## src/keypad_entry_count_timer_macros.svh

```systemverilog
// ============================================================================
// Keypad entry count timer assertion macros
// Shared assertion forms for the keypad entry count timer modules.
// ============================================================================
`ifndef KEYPAD_ENTRY_COUNT_TIMER_MACROS_SVH
`define KEYPAD_ENTRY_COUNT_TIMER_MACROS_SVH

// Same-cycle implication, sampled on the rising clock edge outside reset.
`define KECT_ASSERT_NOW(label, ante, cons, msg) \
    label: assert property (@(posedge i_clk) disable iff (!i_rst_n) \
        (ante) |-> (cons)) else $error(msg);

// Next-cycle implication, sampled on the rising clock edge outside reset.
`define KECT_ASSERT_NEXT(label, ante, cons, msg) \
    label: assert property (@(posedge i_clk) disable iff (!i_rst_n) \
        (ante) |=> (cons)) else $error(msg);

`endif

```

## src/kect_pkg.sv

```systemverilog
// ============================================================================
// Keypad entry count timer package
// Shared types, codes, reset values and the digit split helper.
// ============================================================================
package kect_pkg;

    // Run modes, as reported on the result channel.
    typedef enum logic [1:0] {
        MODE_IDLE  = 2'd0,
        MODE_DOWN  = 2'd1,
        MODE_UP    = 2'd2,
        MODE_FLASH = 2'd3
    } t_mode;

    // Configuration register indexes.
    localparam logic [1:0] CFG_STEP_TICKS     = 2'd0;
    localparam logic [1:0] CFG_FLASH_TICKS    = 2'd1;
    localparam logic [1:0] CFG_DEBOUNCE_TICKS = 2'd2;
    localparam logic [1:0] CFG_FLASH_REPEATS  = 2'd3;

    // Reset values of the configuration registers.
    localparam logic [15:0] STEP_TICKS_RST     = 16'd1000;
    localparam logic [15:0] FLASH_TICKS_RST    = 16'd400;
    localparam logic [15:0] DEBOUNCE_TICKS_RST = 16'd100;
    localparam logic [3:0]  FLASH_REPEATS_RST  = 4'd6;

    // Key codes with a meaning of their own.
    localparam logic [3:0] KEY_LAST_DIGIT = 4'd9;
    localparam logic [3:0] KEY_A          = 4'd10;
    localparam logic [3:0] KEY_B          = 4'd11;
    localparam logic [3:0] KEY_HASH       = 4'd15;

    // Command codes.
    localparam logic CMD_KEY  = 1'b0;
    localparam logic CMD_TICK = 1'b1;

    // Digit code that leaves a display position dark.
    localparam logic [3:0] DIGIT_BLANK = 4'hF;

    // Saturation point of the time since the last key.
    localparam logic [15:0] SINCE_MAX = 16'hFFFF;

    // Configuration as seen by the counting logic.
    typedef struct packed {
        logic [15:0] step_ticks;
        logic [15:0] flash_ticks;
        logic [15:0] debounce_ticks;
        logic [3:0]  flash_repeats;
    } t_cfg;

    // One result item.
    typedef struct packed {
        logic [3:0] tens_digit;
        logic [3:0] ones_digit;
        logic       led_on;
        t_mode      run_mode;
        logic [1:0] entry_digits;
        logic [6:0] entry_value;
    } t_result;

    // Shown digits of a value of at most 99.
    typedef struct packed {
        logic [3:0] tens;
        logic [3:0] ones;
    } t_digits;

    // Splits a value into display digits; a zero tens digit is blanked.
    // The tens come from a multiply by 205/2048, exact for all 7-bit values.
    function automatic t_digits split_digits(input logic [6:0] value);
        logic [14:0] prod;
        logic [3:0]  tens;
        logic [6:0]  rem;
        t_digits     res;
        prod = 15'(value) * 15'd205;
        tens = prod[14:11];
        rem = value - 7'(tens) * 7'd10;
        res.tens = (tens != 4'd0) ? tens : DIGIT_BLANK;
        res.ones = rem[3:0];
        return res;
    endfunction

endpackage

```

## src/kect_ifs.sv

```systemverilog
// ============================================================================
// Keypad entry count timer channels
// Valid/ready interfaces for key and tick events, results and configuration.
// ============================================================================

// Input events: a key press or a one-millisecond tick.
interface kect_item_if;
    logic       valid;
    logic       ready;
    logic       command;
    logic [3:0] key_code;

    modport source (output valid, command, key_code, input ready);
    modport sink   (input valid, command, key_code, output ready);
endinterface

// Result items: the display and status after each event.
interface kect_result_if;
    logic       valid;
    logic       ready;
    logic [3:0] tens_digit;
    logic [3:0] ones_digit;
    logic       led_on;
    logic [1:0] run_mode;
    logic [1:0] entry_digits;
    logic [6:0] entry_value;

    modport source (output valid, tens_digit, ones_digit, led_on, run_mode,
                    entry_digits, entry_value, input ready);
    modport sink   (input valid, tens_digit, ones_digit, led_on, run_mode,
                    entry_digits, entry_value, output ready);
endinterface

// Configuration register writes.
interface kect_cfg_if;
    logic        valid;
    logic        ready;
    logic [1:0]  index;
    logic [15:0] data;

    modport source (output valid, index, data, input ready);
    modport sink   (input valid, index, data, output ready);
endinterface

```

## src/kect_cfg.sv

```systemverilog
// ============================================================================
// Keypad entry count timer configuration registers
// Holds the step, flash and debounce times and the flash repeat count.
// ============================================================================
module kect_cfg
    import kect_pkg::*;
(
    input  logic        i_clk,
    input  logic        i_rst_n,
    kect_cfg_if.sink    i_cfg,
    output t_cfg        o_cfg
);

    t_cfg r_cfg;

    // Writes are always taken.
    assign i_cfg.ready = 1'b1;

    // Register file with reset values.
    always_ff @(posedge i_clk) begin
        if (!i_rst_n) begin
            r_cfg.step_ticks     <= STEP_TICKS_RST;
            r_cfg.flash_ticks    <= FLASH_TICKS_RST;
            r_cfg.debounce_ticks <= DEBOUNCE_TICKS_RST;
            r_cfg.flash_repeats  <= FLASH_REPEATS_RST;
        end else if (i_cfg.valid) begin
            unique case (i_cfg.index)
                CFG_STEP_TICKS:     r_cfg.step_ticks     <= i_cfg.data;
                CFG_FLASH_TICKS:    r_cfg.flash_ticks    <= i_cfg.data;
                CFG_DEBOUNCE_TICKS: r_cfg.debounce_ticks <= i_cfg.data;
                CFG_FLASH_REPEATS:  r_cfg.flash_repeats  <= i_cfg.data[3:0];
                default:            r_cfg                <= r_cfg;
            endcase
        end
    end

    assign o_cfg = r_cfg;

endmodule

```

## src/kect_core.sv

```systemverilog
// ============================================================================
// Keypad entry count timer core
// Entry, debounce, count and flash state, updated once per event.
// ============================================================================
module kect_core
    import kect_pkg::*;
(
    input  logic       i_clk,
    input  logic       i_rst_n,
    input  logic       i_step,
    input  logic       i_command,
    input  logic [3:0] i_key_code,
    input  t_cfg       i_cfg,
    output t_result    o_next
);

    `include "keypad_entry_count_timer_macros.svh"

    // State registers.
    logic [6:0]  r_entry_number, n_entry_number;
    logic [1:0]  r_entry_count,  n_entry_count;
    logic        r_last_valid,   n_last_valid;
    logic [3:0]  r_last_key,     n_last_key;
    logic [15:0] r_since,        n_since;
    t_mode       r_mode,         n_mode;
    logic [6:0]  r_count_value,  n_count_value;
    logic [6:0]  r_count_target, n_count_target;
    logic [15:0] r_phase_timer,  n_phase_timer;
    logic [4:0]  r_flash_phase,  n_flash_phase;
    logic        r_led,          n_led;
    logic [3:0]  r_shown_tens,   n_shown_tens;
    logic [3:0]  r_shown_ones,   n_shown_ones;

    // Helper terms.
    logic        w_key_accept;
    logic [6:0]  w_digit_value;
    logic [15:0] w_limit;
    logic [16:0] w_phase_inc;
    logic        w_phase_done;
    logic [5:0]  w_flash_inc;
    logic [6:0]  w_count_dec;
    logic [6:0]  w_count_inc;
    t_digits     w_start_digits;
    t_digits     w_dec_digits;
    t_digits     w_inc_digits;
    t_digits     w_final_digits;

    // A repeated key passes only once the debounce time has gone by.
    assign w_key_accept = !r_last_valid || (r_last_key != i_key_code) ||
                          (r_since > i_cfg.debounce_ticks);

    // Entry times ten plus the new digit.
    assign w_digit_value = 7'({r_entry_number, 3'b000}) + 7'({r_entry_number, 1'b0}) +
                           7'(i_key_code);

    // Phase length of the current mode, zero treated as one.
    always_comb begin
        w_limit = (r_mode == MODE_FLASH) ? i_cfg.flash_ticks : i_cfg.step_ticks;
        if (w_limit == 16'd0) begin
            w_limit = 16'd1;
        end
    end

    assign w_phase_inc  = 17'(r_phase_timer) + 17'd1;
    assign w_phase_done = w_phase_inc >= 17'(w_limit);
    assign w_flash_inc  = 6'(r_flash_phase) + 6'd1;
    assign w_count_dec  = r_count_value - 7'd1;
    assign w_count_inc  = r_count_value + 7'd1;

    assign w_start_digits = split_digits(r_entry_number);
    assign w_dec_digits   = split_digits(w_count_dec);
    assign w_inc_digits   = split_digits(w_count_inc);
    assign w_final_digits = split_digits(r_count_value);

    // Next state for one event.
    always_comb begin
        n_entry_number = r_entry_number;
        n_entry_count  = r_entry_count;
        n_last_valid   = r_last_valid;
        n_last_key     = r_last_key;
        n_since        = r_since;
        n_mode         = r_mode;
        n_count_value  = r_count_value;
        n_count_target = r_count_target;
        n_phase_timer  = r_phase_timer;
        n_flash_phase  = r_flash_phase;
        n_led          = r_led;
        n_shown_tens   = r_shown_tens;
        n_shown_ones   = r_shown_ones;

        if (i_command == CMD_KEY) begin
            if (w_key_accept) begin
                n_last_valid = 1'b1;
                n_last_key   = i_key_code;
                n_since      = 16'd0;
                if (i_key_code == KEY_HASH) begin
                    n_entry_number = 7'd0;
                    n_entry_count  = 2'd0;
                end else if (i_key_code <= KEY_LAST_DIGIT) begin
                    if (r_entry_count < 2'd2) begin
                        n_entry_number = w_digit_value;
                        n_entry_count  = r_entry_count + 2'd1;
                    end
                end else if ((i_key_code == KEY_A || i_key_code == KEY_B) &&
                             r_entry_count != 2'd0) begin
                    n_entry_number = 7'd0;
                    n_entry_count  = 2'd0;
                    if (r_entry_number != 7'd0) begin
                        n_flash_phase = 5'd0;
                        n_phase_timer = 16'd0;
                        n_led         = !r_led;
                        if (i_key_code == KEY_A) begin
                            n_mode         = MODE_DOWN;
                            n_count_value  = r_entry_number;
                            n_count_target = 7'd0;
                            n_shown_tens   = w_start_digits.tens;
                            n_shown_ones   = w_start_digits.ones;
                        end else begin
                            n_mode         = MODE_UP;
                            n_count_value  = 7'd0;
                            n_count_target = r_entry_number;
                            n_shown_tens   = DIGIT_BLANK;
                            n_shown_ones   = 4'd0;
                        end
                    end
                end
            end
        end else begin
            if (r_since != SINCE_MAX) begin
                n_since = r_since + 16'd1;
            end
            if (r_mode != MODE_IDLE) begin
                if (!w_phase_done) begin
                    n_phase_timer = w_phase_inc[15:0];
                end else begin
                    n_phase_timer = 16'd0;
                    unique case (r_mode)
                        MODE_DOWN: begin
                            if (r_count_value != 7'd0) begin
                                n_count_value = w_count_dec;
                                n_led         = !r_led;
                                n_shown_tens  = w_dec_digits.tens;
                                n_shown_ones  = w_dec_digits.ones;
                            end else begin
                                n_mode        = MODE_FLASH;
                                n_flash_phase = 5'd0;
                                n_shown_tens  = DIGIT_BLANK;
                                n_shown_ones  = DIGIT_BLANK;
                            end
                        end
                        MODE_UP: begin
                            if (r_count_value < r_count_target) begin
                                n_count_value = w_count_inc;
                                n_led         = !r_led;
                                n_shown_tens  = w_inc_digits.tens;
                                n_shown_ones  = w_inc_digits.ones;
                            end else begin
                                n_mode        = MODE_FLASH;
                                n_flash_phase = 5'd0;
                                n_shown_tens  = DIGIT_BLANK;
                                n_shown_ones  = DIGIT_BLANK;
                            end
                        end
                        MODE_FLASH: begin
                            n_flash_phase = w_flash_inc[4:0];
                            if (w_flash_inc >= {1'b0, i_cfg.flash_repeats, 1'b0}) begin
                                n_mode        = MODE_IDLE;
                                n_flash_phase = 5'd0;
                                n_shown_tens  = w_final_digits.tens;
                                n_shown_ones  = w_final_digits.ones;
                            end else if (w_flash_inc[0]) begin
                                n_shown_tens  = w_final_digits.tens;
                                n_shown_ones  = w_final_digits.ones;
                            end else begin
                                n_shown_tens  = DIGIT_BLANK;
                                n_shown_ones  = DIGIT_BLANK;
                            end
                        end
                        default: begin
                            n_mode = r_mode;
                        end
                    endcase
                end
            end
        end
    end

    // State update on each event.
    always_ff @(posedge i_clk) begin
        if (!i_rst_n) begin
            r_entry_number <= 7'd0;
            r_entry_count  <= 2'd0;
            r_last_valid   <= 1'b0;
            r_last_key     <= 4'd0;
            r_since        <= 16'd0;
            r_mode         <= MODE_IDLE;
            r_count_value  <= 7'd0;
            r_count_target <= 7'd0;
            r_phase_timer  <= 16'd0;
            r_flash_phase  <= 5'd0;
            r_led          <= 1'b0;
            r_shown_tens   <= DIGIT_BLANK;
            r_shown_ones   <= DIGIT_BLANK;
        end else if (i_step) begin
            r_entry_number <= n_entry_number;
            r_entry_count  <= n_entry_count;
            r_last_valid   <= n_last_valid;
            r_last_key     <= n_last_key;
            r_since        <= n_since;
            r_mode         <= n_mode;
            r_count_value  <= n_count_value;
            r_count_target <= n_count_target;
            r_phase_timer  <= n_phase_timer;
            r_flash_phase  <= n_flash_phase;
            r_led          <= n_led;
            r_shown_tens   <= n_shown_tens;
            r_shown_ones   <= n_shown_ones;
        end
    end

    // Result of the current event, taken by the output register.
    always_comb begin
        o_next.tens_digit   = n_shown_tens;
        o_next.ones_digit   = n_shown_ones;
        o_next.led_on       = n_led;
        o_next.run_mode     = n_mode;
        o_next.entry_digits = n_entry_count;
        o_next.entry_value  = n_entry_number;
    end

    // An empty entry always has the value zero.
    `KECT_ASSERT_NOW(a_empty_entry_zero, r_entry_count == 2'd0, r_entry_number == 7'd0,
        "empty entry holds a nonzero value")
    // A single digit entry never exceeds nine.
    `KECT_ASSERT_NOW(a_one_digit_range, r_entry_count == 2'd1, r_entry_number <= 7'd9,
        "single digit entry out of range")
    // The LED only changes on an event.
    `KECT_ASSERT_NEXT(a_led_hold, !i_step, $stable(r_led),
        "LED changed without an event")
    // The flash phase is cleared whenever the block is idle.
    `KECT_ASSERT_NOW(a_idle_phase, r_mode == MODE_IDLE, r_flash_phase == 5'd0,
        "flash phase left set while idle")

endmodule

```

## src/keypad_entry_count_timer.sv

```systemverilog
// ============================================================================
// Keypad entry count timer
// Top level: input register, event core, configuration and result register.
// ============================================================================
// Each key press or millisecond tick is one transaction on the item channel
// and yields exactly one result transaction: the display digits, LED, run
// mode and entry after that event. An event is registered on acceptance,
// moved into the core once the result register is empty or being taken, and
// held in the result register until taken, so one event per clock is
// sustained while results are taken. The item channel stays ready while the
// result register is empty or being taken. Configuration writes are always
// ready and should be made while no event is in flight.
module keypad_entry_count_timer
    import kect_pkg::*;
(
    input  logic          i_clk,
    input  logic          i_rst_n,
    kect_cfg_if.sink      i_cfg,
    kect_item_if.sink     i_item,
    kect_result_if.source o_result
);

    logic       r_in_valid;
    logic       r_in_command;
    logic [3:0] r_in_key_code;
    logic       r_out_valid;
    t_result    r_out;
    logic       w_advance;
    t_cfg       w_cfg;
    t_result    w_next;

    // Move the registered event into the core when the result can be stored.
    assign w_advance    = r_in_valid && (!r_out_valid || o_result.ready);
    assign i_item.ready = !r_in_valid || w_advance;

    // Input register.
    always_ff @(posedge i_clk) begin
        if (!i_rst_n) begin
            r_in_valid <= 1'b0;
        end else if (i_item.ready) begin
            r_in_valid <= i_item.valid;
        end
    end

    always_ff @(posedge i_clk) begin
        if (i_item.valid && i_item.ready) begin
            r_in_command  <= i_item.command;
            r_in_key_code <= i_item.key_code;
        end
    end

    kect_cfg u_cfg (
        .i_clk   (i_clk),
        .i_rst_n (i_rst_n),
        .i_cfg   (i_cfg),
        .o_cfg   (w_cfg)
    );

    kect_core u_core (
        .i_clk      (i_clk),
        .i_rst_n    (i_rst_n),
        .i_step     (w_advance),
        .i_command  (r_in_command),
        .i_key_code (r_in_key_code),
        .i_cfg      (w_cfg),
        .o_next     (w_next)
    );

    // Result register.
    always_ff @(posedge i_clk) begin
        if (!i_rst_n) begin
            r_out_valid <= 1'b0;
        end else if (w_advance) begin
            r_out_valid <= 1'b1;
        end else if (o_result.ready) begin
            r_out_valid <= 1'b0;
        end
    end

    always_ff @(posedge i_clk) begin
        if (w_advance) begin
            r_out <= w_next;
        end
    end

    assign o_result.valid        = r_out_valid;
    assign o_result.tens_digit   = r_out.tens_digit;
    assign o_result.ones_digit   = r_out.ones_digit;
    assign o_result.led_on       = r_out.led_on;
    assign o_result.run_mode     = r_out.run_mode;
    assign o_result.entry_digits = r_out.entry_digits;
    assign o_result.entry_value  = r_out.entry_value;

endmodule

```

## src/flat_wrapper.sv

```systemverilog
// flat-port wrapper written by rule: the top's interface ports become plain ports
module keypad_entry_count_timer_flat import kect_pkg::*;
  (i_clk, i_rst_n, i_cfg_valid, i_cfg_index, i_cfg_data, i_cfg_ready, i_item_valid, i_item_command, i_item_key_code, i_item_ready, o_result_valid, o_result_tens_digit, o_result_ones_digit, o_result_led_on, o_result_run_mode, o_result_entry_digits, o_result_entry_value, o_result_ready);
  kect_cfg_if i_cfg_i ();
  kect_item_if i_item_i ();
  kect_result_if o_result_i ();
  input  logic i_clk;
  input  logic i_rst_n;
  input wire logic [$bits(i_cfg_i.valid)-1:0] i_cfg_valid;
  input wire logic [$bits(i_cfg_i.index)-1:0] i_cfg_index;
  input wire logic [$bits(i_cfg_i.data)-1:0] i_cfg_data;
  output wire logic [$bits(i_cfg_i.ready)-1:0] i_cfg_ready;
  input wire logic [$bits(i_item_i.valid)-1:0] i_item_valid;
  input wire logic [$bits(i_item_i.command)-1:0] i_item_command;
  input wire logic [$bits(i_item_i.key_code)-1:0] i_item_key_code;
  output wire logic [$bits(i_item_i.ready)-1:0] i_item_ready;
  output wire logic [$bits(o_result_i.valid)-1:0] o_result_valid;
  output wire logic [$bits(o_result_i.tens_digit)-1:0] o_result_tens_digit;
  output wire logic [$bits(o_result_i.ones_digit)-1:0] o_result_ones_digit;
  output wire logic [$bits(o_result_i.led_on)-1:0] o_result_led_on;
  output wire logic [$bits(o_result_i.run_mode)-1:0] o_result_run_mode;
  output wire logic [$bits(o_result_i.entry_digits)-1:0] o_result_entry_digits;
  output wire logic [$bits(o_result_i.entry_value)-1:0] o_result_entry_value;
  input wire logic [$bits(o_result_i.ready)-1:0] o_result_ready;
  assign i_cfg_i.valid = i_cfg_valid;
  assign i_cfg_i.index = i_cfg_index;
  assign i_cfg_i.data = i_cfg_data;
  assign i_cfg_ready = i_cfg_i.ready;
  assign i_item_i.valid = i_item_valid;
  assign i_item_i.command = i_item_command;
  assign i_item_i.key_code = i_item_key_code;
  assign i_item_ready = i_item_i.ready;
  assign o_result_valid = o_result_i.valid;
  assign o_result_tens_digit = o_result_i.tens_digit;
  assign o_result_ones_digit = o_result_i.ones_digit;
  assign o_result_led_on = o_result_i.led_on;
  assign o_result_run_mode = o_result_i.run_mode;
  assign o_result_entry_digits = o_result_i.entry_digits;
  assign o_result_entry_value = o_result_i.entry_value;
  assign o_result_i.ready = o_result_ready;
  keypad_entry_count_timer u_core (.i_clk(i_clk), .i_rst_n(i_rst_n), .i_cfg(i_cfg_i), .i_item(i_item_i), .o_result(o_result_i));
endmodule
```

## config.mk

```make
export PLATFORM = sky130hd
export DESIGN_NAME = keypad_entry_count_timer_flat
export DESIGN_NICKNAME = d
export VERILOG_FILES = /design/src/kect_pkg.sv /design/src/kect_ifs.sv /design/src/kect_cfg.sv /design/src/kect_core.sv /design/src/keypad_entry_count_timer.sv /design/src/flat_wrapper.sv
export VERILOG_INCLUDE_DIRS = /design/src /design/src/src
export SDC_FILE = /design/constraint.sdc
export NUM_CORES = 1
export LEC_CHECK = 0
export BUFFER_PORTS_ARGS = -buffer_cell sky130_fd_sc_hd__buf_4
export CORE_ASPECT_RATIO = 1.4
export CORE_MARGIN = 5
export CORE_UTILIZATION = 55
export DETAILED_ROUTE_END_ITERATION = 16
export PLACE_DENSITY = 0.79
export SLEW_MARGIN = 20
export SYNTH_ARGS = -nofsm -noshare
export SYNTH_HDL_FRONTEND = slang
export SYNTH_SLANG_ARGS = --single-unit
```

## constraint.sdc

```tcl
create_clock -name i_clk -period 13 [get_ports i_clk]
set_input_delay 2.6 -clock i_clk [delete_from_list [all_inputs] [get_ports i_clk]]
set_output_delay 2.6 -clock i_clk [all_outputs]
set_load 0.005 [all_outputs]
```

==> reports/results.tsv <==
stage	metric	value	unit
drt	wl_per_cell	17.4	um
layout	multi_input_area	0.00867	mm2
floorplan	initial_utilization	55.3	%
critical_path	slowest_delay	870	ps
timing	hold_ws	455	ps
floorplan	die_w	139	um
timing	relSlewSlack	37.8	%
drt	viasPerCell	5.97	
logic_synthesis	synth-seq-cells	155	
place	dpl_cell_area	0.0134	mm2
timing	hold_viol	0	
clock_tree	htreeDepth	4	
layout	antennaDiodeCount	0	
layout	syn_to_final_growth	9.48	%
drt	drtIter0Drc	794	
critical_path	worstSetupStartpointType	flop	
clock_tree	insertion_delay	420	ps
clock_tree	hold_buffers	0	
critical_path	arrival	7210	ps
clock_tree	ctsResizeCount	0	
clock_tree	cts-root-buf	clkbuf_16	
power	p_leak	6.48	nW
timing	finalSetupViolCount	0	
logic_synthesis	synth_edf_count	25	
hold_path	worstHoldPathType	flop to flop	
layout	fillers	1987	
logic_synthesis	synth_nets	1761	
logic_synthesis	synth.area.top_cells	dfxtp_1 20%, ha_1 20%, fa_1 5.9%	
power	powerDensity	88.8	mW/mm2
clock_tree	postCtsSetupBuffers	0	
critical_path	crit_path_frequent_cell	inv_1	
timing	min_period	7020	ps
layout	drive_gt1_share	7.78	%
timing	min_period_over_period	54.0	%
clock_tree	clock_path_buffers	2	
timing	timing.final.max_slew_violations	0	
critical_path	cp.buffers_inverters	6	
timing	max_freq	142	MHz
timing	skew	9.66	ps
floorplan	pin_count	51	
drt	wirelength	31.7	mm
logic_synthesis	ys_types	93	
timing	fin_ws	5980	ps
global_route	antenna_found_initial	0	
logic_synthesis	ys_warn_count	0	
drt	postRouteAntennaNets	0	
critical_path	critPathCaptureType	flop	
global_route	grt_use_total	23.9	%
floorplan	rows	66	
timing	tightest_slew	921	ps
clock_tree	clk_pin_slew_worst_paths	70	ps
critical_path	crit_fanout	15	
clock_tree	cts.sinks	155	
logic_synthesis	synth_ff_type	dfxtp_1	
global_route	grt_max_degree	55	
floorplan	die_area	0.0265	mm2
global_route	grt_pass1_vias	11000	
layout	seqCellArea	0.00335	mm2
timing	setup_tns	0	ps
drt	via_count	10900	
critical_path	cp.required	13180	ps
place	gp_congestion	0.943	
power	vdd_drop_max	86.0	uV
clock_tree	numCtsBuffers	17	
logic_synthesis	synth_seq_area_share	26.2	%
logic_synthesis	syn_avg_cell_area	8.60	um2
critical_path	critical_path_class	flop to flop	
place	place_ws	6010	ps
drt	drc	0	
logic_synthesis	synthArstFlopShare	0	%
clock_tree	cts_tree	yes	
global_route	grt_pass1_wl	52.3	mm
logic_synthesis	yosysTopAreaCell	dfxtp_1	
place	port_buffers	49	
place	place_hpwl	24.3	mm
job	maxCapViolations	0	
critical_path	crit_slowest_cell	dfxtp_1	
floorplan	coreArea	0.0231	mm2
drt	first_pass_iters	7	
global_route	grt.overflow.total	0	
timing	rsz0062_at_grt	false	
logic_synthesis	syn-cell-area	0.0128	mm2
logic_synthesis	synth_cells	1488	
floorplan	fp.dieH	190	um
layout	finalInstanceArea	0.0140	mm2
status	run_status	finished, final reports clean	
logic_synthesis	synth_top_area_share	20.3	%
critical_path	critPathTopFamily	adder cells	
layout	nNetsFinal	1779	
-- placed cells by master, fill, tap and decap left out, types with 7 or more instances in the layout --
cell type | Yosys | final
or3_1 | 9 | 9
nor2_1 | 103 | 102
and4_1 | 7 | 7
nor3b_1 | 13 | 13
ha_1 | 207 | 207
and3_1 | 9 | 9
nand4_1 | 19 | 19
o21a_1 | 9 | 9
buf_4 | 1 | 56
fa_1 | 38 | 38
xnor2_1 | 45 | 45
o22ai_1 | 11 | 11
o211ai_1 | 10 | 10
nand2b_1 | 13 | 13
nor3_1 | 23 | 23
a21o_1 | 12 | 12
nand3_1 | 49 | 49
a211oi_1 | 9 | 9
dfxtp_1 | 130 | 130
xor2_1 | 32 | 32
and2_1 | 12 | 12
o21ai_0 | 48 | 48
o31ai_1 | 8 | 8
mux2i_1 | 30 | 30
clkbuf_16 | 0 | 21
edfxtp_1 | 25 | 25
nand2_1 | 181 | 181
inv_1 | 143 | 143
a21oi_1 | 112 | 112
-- routing by layer --
layer  vias up  track usage (%)  part of all wire [%]
met2       339             45.4                    53
met3       111             2.96                   4.1
met5         -                0                     0
li1       5223                -                     -
met1      5211             25.6                    38
met4         0             13.0                   5.2
-- metrics by stage --
step | std cells | utilization [%] | total power, mW
after detailed placement | 1793 | 57.8 | 0.722
final | 1823 | 60.6 | 1.24
after floorplan | 1488 | - | 0.662
after global routing | 1823 | 60.6 | 1.29
after global placement | 1793 | 57.8 | 0.715
after CTS | 1823 | 60.6 | 1.25
-- report_power, final --
group	total (mW)	switching [mW]	internal (mW)	leakage, nW
clock	0.529	0.201	0.328	0.307
combinational	0.201	0.121	0.0807	4.89
sequential	0.513	0.0113	0.502	1.28
total	1.24	0.333	0.911	6.48
-- flip-flops by register name (all words and copies together), names as in the netlist, 4 cells and up --
name,cells
u_core.u_core.r_shown_ones,4
u_core.u_core.r_flash_phase,5
u_core.u_core.r_since,16
u_core.u_core.r_shown_tens,4
u_core.o_result.entry_value,7
u_core.u_core.r_count_target,7
u_core.o_result.tens_digit,4
u_core.u_core.r_count_value,7
u_core.r_in_key_code,4
u_core.o_result.ones_digit,4
u_core.u_core.r_entry_number,7
u_core.u_core.r_phase_timer,16
u_core.u_cfg.o_cfg,52
u_core.u_core.r_last_key,4
-- worst paths after layout --
check | from | endpoint | slack, ps | cells past startpoint
min reg2reg | u_core.u_core.r_count_target[3]$_SDFFE_PN0P_ | u_core.u_core.r_count_target[3]$_SDFFE_PN0P_ | 460 | 2
max reg2reg | u_core.u_core.r_count_value[0]$_SDFFE_PN0P_ | u_core.o_result.ones_digit[3]$_DFFE_PP_ | 5980 | 25
min | u_core.u_core.r_count_target[3]$_SDFFE_PN0P_ | u_core.u_core.r_count_target[3]$_SDFFE_PN0P_ | 460 | 2
max | u_core.u_core.r_count_value[0]$_SDFFE_PN0P_ | u_core.o_result.ones_digit[3]$_DFFE_PP_ | 5980 | 25
-- cells by family (layout without fill, tap and decap cells) --
family                     count (synthesis)  after routing  share of synthesized area, %
DFF                                      155            155                          26.2
muxes                                     33             33                          2.61
buffers and inverters                    202            231                          6.02
AOI/OAI and AO/OA                        299            299                          15.6
adders and majority gates                245            245                          26.2
and+or+nand+nor                          473            473                          17.6
other                                      1              1                        0.0293
xor gates and xnor gates                  80             80                          5.75
-- cell type report --
| class | instances | share of cell area, % |
|---|---|---|
| multi-input cells | 1131 | 61.9 |
| clock inverters | 7 | 0.715 |
| repair buffers | 56 | 3.00 |
| inverters | 145 | 3.89 |
| flip-flops and latches | 155 | 23.9 |
| well taps | 306 | 2.73 |
| clock buffers | 23 | 3.81 |
-- cell usage after synthesis, drive strengths merged (10+ instances only) --
library cell / instances
a211oi: 10
a21o: 12
a21oi: 113
and2: 13
buf: 15
clkbuf: 42
dfxtp: 130
edfxtp: 25
fa: 38
ha: 207
inv: 144
mux2i: 30
nand2: 181
nand2b: 13
nand3: 49
nand4: 20
nor2: 104
nor3: 25
nor3b: 13
o211ai: 10
o21ai: 51
o22ai: 11
or3: 11
xnor2: 46
xor2: 32
-- tightest hold or removal path, cell delays in order, from the launching register on --
cell and delay [ps]:
dfxtp_1 310, nand2_1 50, a21oi_1 50
Power figures use the tool's default switching activity.
